## src/rtl/core/anat_pkg.sv

```systemverilog
// shared constants for the amicable number test unit
package anat_pkg;

  // default widths of the number and of the reported sums
  localparam int NUM_BITS_DEF = 16;
  localparam int SUM_BITS_DEF = 20;

  // headroom bits: d(n) < 8n for every n below 2^24, d(d(n)) < 8 d(n) as well
  localparam int OP_EXTRA  = 3;
  localparam int ACC_EXTRA = 3;

endpackage

```

## src/rtl/core/anat_div.sv

```systemverilog
// iterative restoring divider, one quotient bit per cycle
module anat_div #(
  parameter int OP_BITS = anat_pkg::NUM_BITS_DEF + anat_pkg::OP_EXTRA
) (
  input  logic               clk,
  input  logic               rst,
  input  logic               start,
  input  logic [OP_BITS-1:0] dividend,
  input  logic [OP_BITS-1:0] divisor,
  output logic               done,
  output logic [OP_BITS-1:0] quotient,
  output logic [OP_BITS-1:0] remainder
);

  localparam int CNT_BITS = $clog2(OP_BITS + 1);

  logic [CNT_BITS-1:0] cnt;
  logic                busy;
  logic [OP_BITS-1:0]  den;
  logic [OP_BITS-1:0]  quo;
  logic [OP_BITS-1:0]  rem;
  logic [OP_BITS:0]    rem_sh;
  logic [OP_BITS:0]    trial;
  logic                fits;

  assign rem_sh = {rem, quo[OP_BITS-1]};
  assign trial  = rem_sh - {1'b0, den};
  assign fits   = rem_sh >= {1'b0, den};

  always_ff @(posedge clk) begin
    if (rst) begin
      busy <= 1'b0;
      done <= 1'b0;
      cnt  <= '0;
    end else begin
      done <= busy && (cnt == CNT_BITS'(1));
      if (start) begin
        busy <= 1'b1;
        cnt  <= CNT_BITS'(OP_BITS);
      end else if (busy) begin
        cnt <= cnt - CNT_BITS'(1);
        if (cnt == CNT_BITS'(1)) begin
          busy <= 1'b0;
        end
      end
    end
  end

  always_ff @(posedge clk) begin
    if (start) begin
      den <= divisor;
      quo <= dividend;
      rem <= '0;
    end else if (busy) begin
      if (fits) begin
        rem <= trial[OP_BITS-1:0];
        quo <= {quo[OP_BITS-2:0], 1'b1};
      end else begin
        rem <= rem_sh[OP_BITS-1:0];
        quo <= {quo[OP_BITS-2:0], 1'b0};
      end
    end
  end

  assign quotient  = quo;
  assign remainder = rem;

endmodule

```

## src/rtl/core/anat_sum.sv

```systemverilog
// proper divisor sum by trial division, sequencing the shared divider
module anat_sum #(
  parameter int OP_BITS  = anat_pkg::NUM_BITS_DEF + anat_pkg::OP_EXTRA,
  parameter int ACC_BITS = OP_BITS + anat_pkg::ACC_EXTRA
) (
  input  logic                clk,
  input  logic                rst,
  input  logic                start,
  input  logic [OP_BITS-1:0]  operand,
  output logic                done,
  output logic [ACC_BITS-1:0] sum
);

  localparam logic [1:0] S_IDLE  = 2'd0;
  localparam logic [1:0] S_CHECK = 2'd1;
  localparam logic [1:0] S_WAIT  = 2'd2;
  localparam logic [1:0] S_ADD   = 2'd3;

  logic [1:0]          state;
  logic [OP_BITS-1:0]  m;
  logic [OP_BITS-1:0]  i;
  logic [OP_BITS:0]    sq;
  logic [ACC_BITS-1:0] total;
  logic [OP_BITS-1:0]  cof;
  logic                divisible;
  logic                div_start;
  logic                div_done;
  logic [OP_BITS-1:0]  quo;
  logic [OP_BITS-1:0]  rem;

  // keep trying while i*i <= m; sq tracks i*i incrementally
  assign div_start = (state == S_CHECK) && (sq <= {1'b0, m});

  anat_div #(
    .OP_BITS(OP_BITS)
  ) u_div (
    .clk      (clk),
    .rst      (rst),
    .start    (div_start),
    .dividend (m),
    .divisor  (i),
    .done     (div_done),
    .quotient (quo),
    .remainder(rem)
  );

  always_ff @(posedge clk) begin
    if (rst) begin
      state <= S_IDLE;
      done  <= 1'b0;
    end else begin
      done <= 1'b0;
      unique case (state)
        S_IDLE: begin
          if (start) begin
            if (operand < OP_BITS'(2)) begin
              done <= 1'b1;
            end else begin
              state <= S_CHECK;
            end
          end
        end
        S_CHECK: begin
          if (div_start) begin
            state <= S_WAIT;
          end else begin
            done  <= 1'b1;
            state <= S_IDLE;
          end
        end
        S_WAIT: begin
          if (div_done) begin
            state <= S_ADD;
          end
        end
        S_ADD: begin
          state <= S_CHECK;
        end
        default: begin
          state <= S_IDLE;
        end
      endcase
    end
  end

  always_ff @(posedge clk) begin
    if (state == S_IDLE && start) begin
      m     <= operand;
      i     <= OP_BITS'(1);
      sq    <= (OP_BITS + 1)'(1);
      total <= '0;
    end else if (state == S_WAIT && div_done) begin
      cof       <= quo;
      divisible <= (rem == '0);
      if (rem == '0) begin
        total <= total + {{(ACC_BITS - OP_BITS){1'b0}}, i};
      end
    end else if (state == S_ADD) begin
      // cofactor counts unless it is the square root or n itself
      if (divisible && (cof != i) && (i != OP_BITS'(1))) begin
        total <= total + {{(ACC_BITS - OP_BITS){1'b0}}, cof};
      end
      i  <= i + OP_BITS'(1);
      sq <= sq + {i, 1'b1};
    end
  end

  assign sum = total;

endmodule

```

## src/rtl/core/amicable_number_test_unit.sv

```systemverilog
// amicable number test: aliquot sums d(n), d(d(n)) and the amicable flags
//
// input channel: in_valid/in_ready with number; one transaction per number.
// output channel: out_valid/out_ready with divisor_sum, partner_divisor_sum,
// is_amicable and is_smaller; exactly one result transaction per input.
// each number runs two trial-division passes, d(n) then d(d(n)), on one
// shared restoring divider, one division per candidate; candidates
// run from 1 to floor(sqrt(m)), and 0 and 1 skip the trial division.
// in_ready is high only between numbers. sums above 2^SUM_BITS-1 are shown
// saturated, the flags use the exact sums. a finished result waits in the
// output register while out_ready is low and the next number is already
// accepted; its own result then holds until the register drains.
// reset is synchronous and leaves the block idle with no result pending.
module amicable_number_test_unit #(
  parameter int NUM_BITS = anat_pkg::NUM_BITS_DEF,
  parameter int SUM_BITS = anat_pkg::SUM_BITS_DEF
) (
  input  logic                clk,
  input  logic                rst,
  input  logic                in_valid,
  output logic                in_ready,
  input  logic [NUM_BITS-1:0] number,
  output logic                out_valid,
  input  logic                out_ready,
  output logic [SUM_BITS-1:0] divisor_sum,
  output logic [SUM_BITS-1:0] partner_divisor_sum,
  output logic                is_amicable,
  output logic                is_smaller
);

  localparam int OP_BITS  = NUM_BITS + anat_pkg::OP_EXTRA;
  localparam int ACC_BITS = OP_BITS + anat_pkg::ACC_EXTRA;
  localparam int EXT_BITS = ACC_BITS + SUM_BITS;

  localparam logic [1:0] S_IDLE = 2'd0;
  localparam logic [1:0] S_RUN1 = 2'd1;
  localparam logic [1:0] S_RUN2 = 2'd2;
  localparam logic [1:0] S_DONE = 2'd3;

  logic [1:0]          state;
  logic [NUM_BITS-1:0] n;
  logic [ACC_BITS-1:0] d1;
  logic [ACC_BITS-1:0] d2;
  logic [ACC_BITS-1:0] n_ext;
  logic                sum_start;
  logic [OP_BITS-1:0]  sum_operand;
  logic                sum_done;
  logic [ACC_BITS-1:0] sum_val;
  logic                amic;
  logic                smaller;
  logic                load;

  function automatic logic [SUM_BITS-1:0] saturate(input logic [ACC_BITS-1:0] v);
    logic [EXT_BITS-1:0] ext;
    ext = {{SUM_BITS{1'b0}}, v};
    if (ext[EXT_BITS-1:SUM_BITS] != '0) begin
      return '1;
    end
    return ext[SUM_BITS-1:0];
  endfunction

  assign in_ready  = (state == S_IDLE);
  assign sum_start = (state == S_IDLE && in_valid) || (state == S_RUN1 && sum_done);
  // d(n) always fits in OP_BITS, so the second pass takes it exactly
  assign sum_operand = (state == S_IDLE) ? {{(OP_BITS - NUM_BITS){1'b0}}, number}
                                         : sum_val[OP_BITS-1:0];

  anat_sum #(
    .OP_BITS (OP_BITS),
    .ACC_BITS(ACC_BITS)
  ) u_sum (
    .clk    (clk),
    .rst    (rst),
    .start  (sum_start),
    .operand(sum_operand),
    .done   (sum_done),
    .sum    (sum_val)
  );

  assign n_ext   = {{(ACC_BITS - NUM_BITS){1'b0}}, n};
  assign amic    = (d2 == n_ext) && (d1 != n_ext);
  assign smaller = amic && (n_ext < d1);
  assign load    = (state == S_DONE) && (!out_valid || out_ready);

  always_ff @(posedge clk) begin
    if (rst) begin
      state     <= S_IDLE;
      out_valid <= 1'b0;
    end else begin
      if (load) begin
        out_valid <= 1'b1;
      end else if (out_ready) begin
        out_valid <= 1'b0;
      end
      unique case (state)
        S_IDLE: begin
          if (in_valid) begin
            state <= S_RUN1;
          end
        end
        S_RUN1: begin
          if (sum_done) begin
            state <= S_RUN2;
          end
        end
        S_RUN2: begin
          if (sum_done) begin
            state <= S_DONE;
          end
        end
        S_DONE: begin
          if (load) begin
            state <= S_IDLE;
          end
        end
        default: begin
          state <= S_IDLE;
        end
      endcase
    end
  end

  always_ff @(posedge clk) begin
    if (state == S_IDLE && in_valid) begin
      n <= number;
    end
    if (state == S_RUN1 && sum_done) begin
      d1 <= sum_val;
    end
    if (state == S_RUN2 && sum_done) begin
      d2 <= sum_val;
    end
    if (load) begin
      divisor_sum         <= saturate(d1);
      partner_divisor_sum <= saturate(d2);
      is_amicable         <= amic;
      is_smaller          <= smaller;
    end
  end

  // the smaller flag only ever accompanies an amicable result
  a_smaller_amicable: assert property (@(posedge clk) disable iff (rst)
    out_valid |-> (!is_smaller || is_amicable))
    else $error("is_smaller set without is_amicable");

  // no new number is taken right after one is accepted
  a_busy_after_accept: assert property (@(posedge clk) disable iff (rst)
    (in_valid && in_ready) |=> !in_ready)
    else $error("ready again right after an input transaction");

  // the sum unit finishes only while a pass is running
  a_done_in_pass: assert property (@(posedge clk) disable iff (rst)
    sum_done |-> (state == S_RUN1 || state == S_RUN2))
    else $error("sum unit finished outside a pass");

endmodule
```

## config.mk

```make
export PLATFORM = sky130hd
export DESIGN_NAME = amicable_number_test_unit
export DESIGN_NICKNAME = d
export VERILOG_FILES = /design/src/rtl/core/anat_pkg.sv /design/src/rtl/core/anat_div.sv /design/src/rtl/core/anat_sum.sv /design/src/rtl/core/amicable_number_test_unit.sv
export SDC_FILE = /design/constraint.sdc
export NUM_CORES = 1
export LEC_CHECK = 0
export ABC_AREA = 1
export BUFFER_PORTS_ARGS = -buffer_cell sky130_fd_sc_hd__buf_2
export CORE_MARGIN = 2
export CORE_UTILIZATION = 40
export CTS_BUF_LIST = sky130_fd_sc_hd__clkbuf_8
export DETAILED_ROUTE_END_ITERATION = 10
export PLACE_DENSITY_LB_ADDON = 0.2
export SETUP_SLACK_MARGIN = 0.02
export SKIP_CTS_REPAIR_TIMING = 1
export SYNTH_ARGS = -nofsm -noshare
export SYNTH_HDL_FRONTEND = slang
export SYNTH_SLANG_ARGS = --single-unit
```

## constraint.sdc

```tcl
create_clock -name clk -period 8.7 [get_ports clk]
set_input_delay 1.74 -clock clk [delete_from_list [all_inputs] [get_ports clk]]
set_output_delay 1.74 -clock clk [all_outputs]
set_load 0.01 [all_outputs]
```

==> impl_metrics.json <==
{
  "synth_area_leaders": "edfxtp_1, dfxtp_1, nand2_1, ha_1, inv_1",
  "hp-class": "flop to flop",
  "synthCells": 1877,
  "p_sw_share_pct": 42.0,
  "syn_area_per_cell_um2": 8.27,
  "grt_usage_pct": 21.2,
  "overflow": 0,
  "grt_start_max_net_pins": 65,
  "die_area_um2": 40400,
  "internal_power_uw": 3010,
  "min_period_ns": 3.49,
  "irDropWorstVdd_v": 0.000112,
  "maxCapViolations": 0,
  "finalHoldViolations": 0,
  "cts.path.max_buffers": 3,
  "grt_pass1_wl_um": 67200,
  "final_max_slew_viol_count": 0,
  "setup_tns_ns": 0,
  "hold_slack_ns": 0.449,
  "synth_area_leader_cell": "edfxtp_1",
  "route.detailed.drc": 0,
  "tightest_slew_ns": 1.05,
  "antenna_found_initial": 1,
  "crit_required_ns": 9.17,
  "critical_path_class": "flop to flop",
  "grt_pass1_vias": 12064,
  "p_comb_share_pct": 39.4,
  "first_pass_iters": 6,
  "portBuffers": 63,
  "final_cell_mix": "nand2_1, inv_1, nor2_1",
  "root_buffer": "clkbuf_8",
  "synth_top_area_share_pct": 34.6,
  "r2r_end": "u_sum.sum[18]",
  "max_freq_ghz": 0.286,
  "p_clk_share_pct": 22.1,
  "cts_tree": "built",
  "synth_nets": 2007,
  "timing.critical_path.from": "u_sum.state[0]",
  "r2r_cells": 18,
  "hold_path_startpoint": "u_sum.u_div.quotient[13]",
  "wl_um": 42800,
  "rows": 72,
  "skew_ns": 0.0453,
  "area_delta_synth_final_pct": 11.2,
  "worst_hold_path.endpoint": "u_sum.cof[13]",
  "numCtsBuffers": 48,
  "final.period_utilization_pct": 40.1,
  "synth_area_um2": 15500,
  "p_leak_uw": 0.00798,
  "synth-seq-area-share_pct": 46.6,
  "cts_sinks": 272,
  "post_dp_cell_area_um2": 16300,
  "layout_commonest_cell": "nand2_1",
  "fin_util_pct": 44.9,
  "htree_num_levels": 2,
  "routedWlPerCell_um": 17.0,
  "seqPwrFrac_pct": 38.5,
  "worstHoldPathCells": 0,
  "r2r_slack_ns": 5.21,
  "arrival_ns": 3.96,
  "drive_above_1_share_pct": 9.72,
  "final-setup-viol-count": 0,
  "route.vias.total": 12713,
  "hpwlAfterDp_um": 32300,
  "die_w_um": 201,
  "yosysWarnings": 0,
  "gp_congestion": 0.910,
  "final_nets": 2086,
  "core_region_area_um2": 38500,
  "netSwitchingPower_uw": 2180,
  "drt_iter0_markers": 922,
  "die_y_um": 201,
  "p_per_area_nw_per_um2": 301,
  "ant_nets": 0,
  "io-pin-count": 64,
  "insertion_delay_ns": 0.61,
  "ys_ff_latch": 272,
  "maxSlewHeadroom_pct": 29.8,
  "r2r_start": "u_sum.state[0]",
  "rsz0062_at_grt": "no",
  "initial_core_util_pct": 40.3,
  "viasPerCell": 5.05,
  "design_area_um2": 17300,
  "cp-start-kind": "flop",
  "synth_cell_types": 47,
  "end_kind": "flop",
  "crit_path_max_fanout": 39,
  "path_clk_slew_ns": 0.06,
  "status": "finished clean"
}
registers in the layout, indices dropped and copies added (netlist names), 20 cells and up:
signal               count
d1                      22
d2                      22
divisor_sum             20
partner_divisor_sum     20
u_sum.sq                20
u_sum.sum               22
cell usage after synthesis, drive strengths merged:
cell type	instances
a21o	3
clkbuf	20
nand3	128
and3	4
xnor2	29
nand3b	5
nand4	24
a31oi	2
buf	23
nor3	31
edfxtp	179
o21ai	97
xor2	43
o21bai	7
o221ai	2
and2	3
or2	31
ha	107
nand2	492
a21oi	94
a21boi	1
o21a	3
inv	242
nor3b	1
nor2	199
a211oi	1
nor4	8
nor2b	1
o211ai	1
fa	3
dfxtp	93
through the flow:
| stage | total power, µW | worst slack [ns] | std cells |
|---|---|---|---|
| 6_report | 5190 | 5.21 | 2515 |
| 2_1_floorplan | 3460 | 4.42 | 1877 |
| 3_5_place_dp | 4050 | 5.11 | 2424 |
| 3_3_place_gp | 4020 | 5.16 | 2424 |
| 4_1_cts | 5210 | 5.21 | 2514 |
| 5_1_grt | 5590 | 4.81 | 2514 |
worst max-delay path by stage:
stage	to	slack (ns)	cells after the start
2_1_floorplan	divisor_sum[0]	4.42	2
3_3_place_gp	u_sum.cof[3]	5.16	8
3_5_place_dp	u_sum.cof[3]	5.11	8
4_1_cts	in_ready	5.21	4
5_1_grt	u_sum.sum[20]	4.81	17
6_report	u_sum.sum[18]	5.21	18
power by group through the flow:
stage | Combinational [µW] | Clock, µW | Sequential [µW]
after global routing | 2330 | 1230 | 2030
after floorplan | 1540 | 0 | 1920
after CTS | 2040 | 1170 | 2000
after detailed placement | 2030 | 0 | 2020
final | 2050 | 1150 | 2000
after global placement | 2010 | 0 | 2020
worst max-delay path: stages, from the launching register on:
cell	delay, ns
dfxtp_1	0.40
inv_1	0.10
ha_1	0.22
nand2_1	0.76
o21ai_0	0.22
ha_1	0.26
fa_1	0.40
nand2_1	0.09
nand3_1	0.10
nand4_1	0.12
nand2_1	0.13
nand2_1	0.08
nand2_1	0.08
nand2_1	0.08
nand2_1	0.06
nand2_1	0.06
nand2_1	0.05
nor2_1	0.10
nor2_1	0.04
final cells by class:
cell class | count | area (µm²)
clock inverters | 42 | 258
well taps | 518 | 648
multi-input cells | 1320 | 7150
clock buffers | 48 | 661
flip-flops and latches | 272 | 7240
diodes | 1 | 2.50
fillers | 3813 | 21200
repair buffers | 72 | 383
inverters | 242 | 913
per-layer routing:
layer  GRT usage (%)  part of all wire, %  routed length, µm  vias to the layer above
li1                -                    -                  -                     6320
met1            30.4                   48              20400                     5956
met2            33.5                   45              19200                      387
met3            3.07                  5.5               2370                       50
met4            5.90                  1.8                790                        0
met5               0                    0                  0                        -
cell families after synthesis:
family | synth area share (%)
simple gates | 25.8
buf+inv | 7.34
flops | 46.6
compound gates | 7.13
fa+ha+maj | 9.01
xor+xnor | 4.06
No activity file was read; power rests on OpenSTA's default activity.
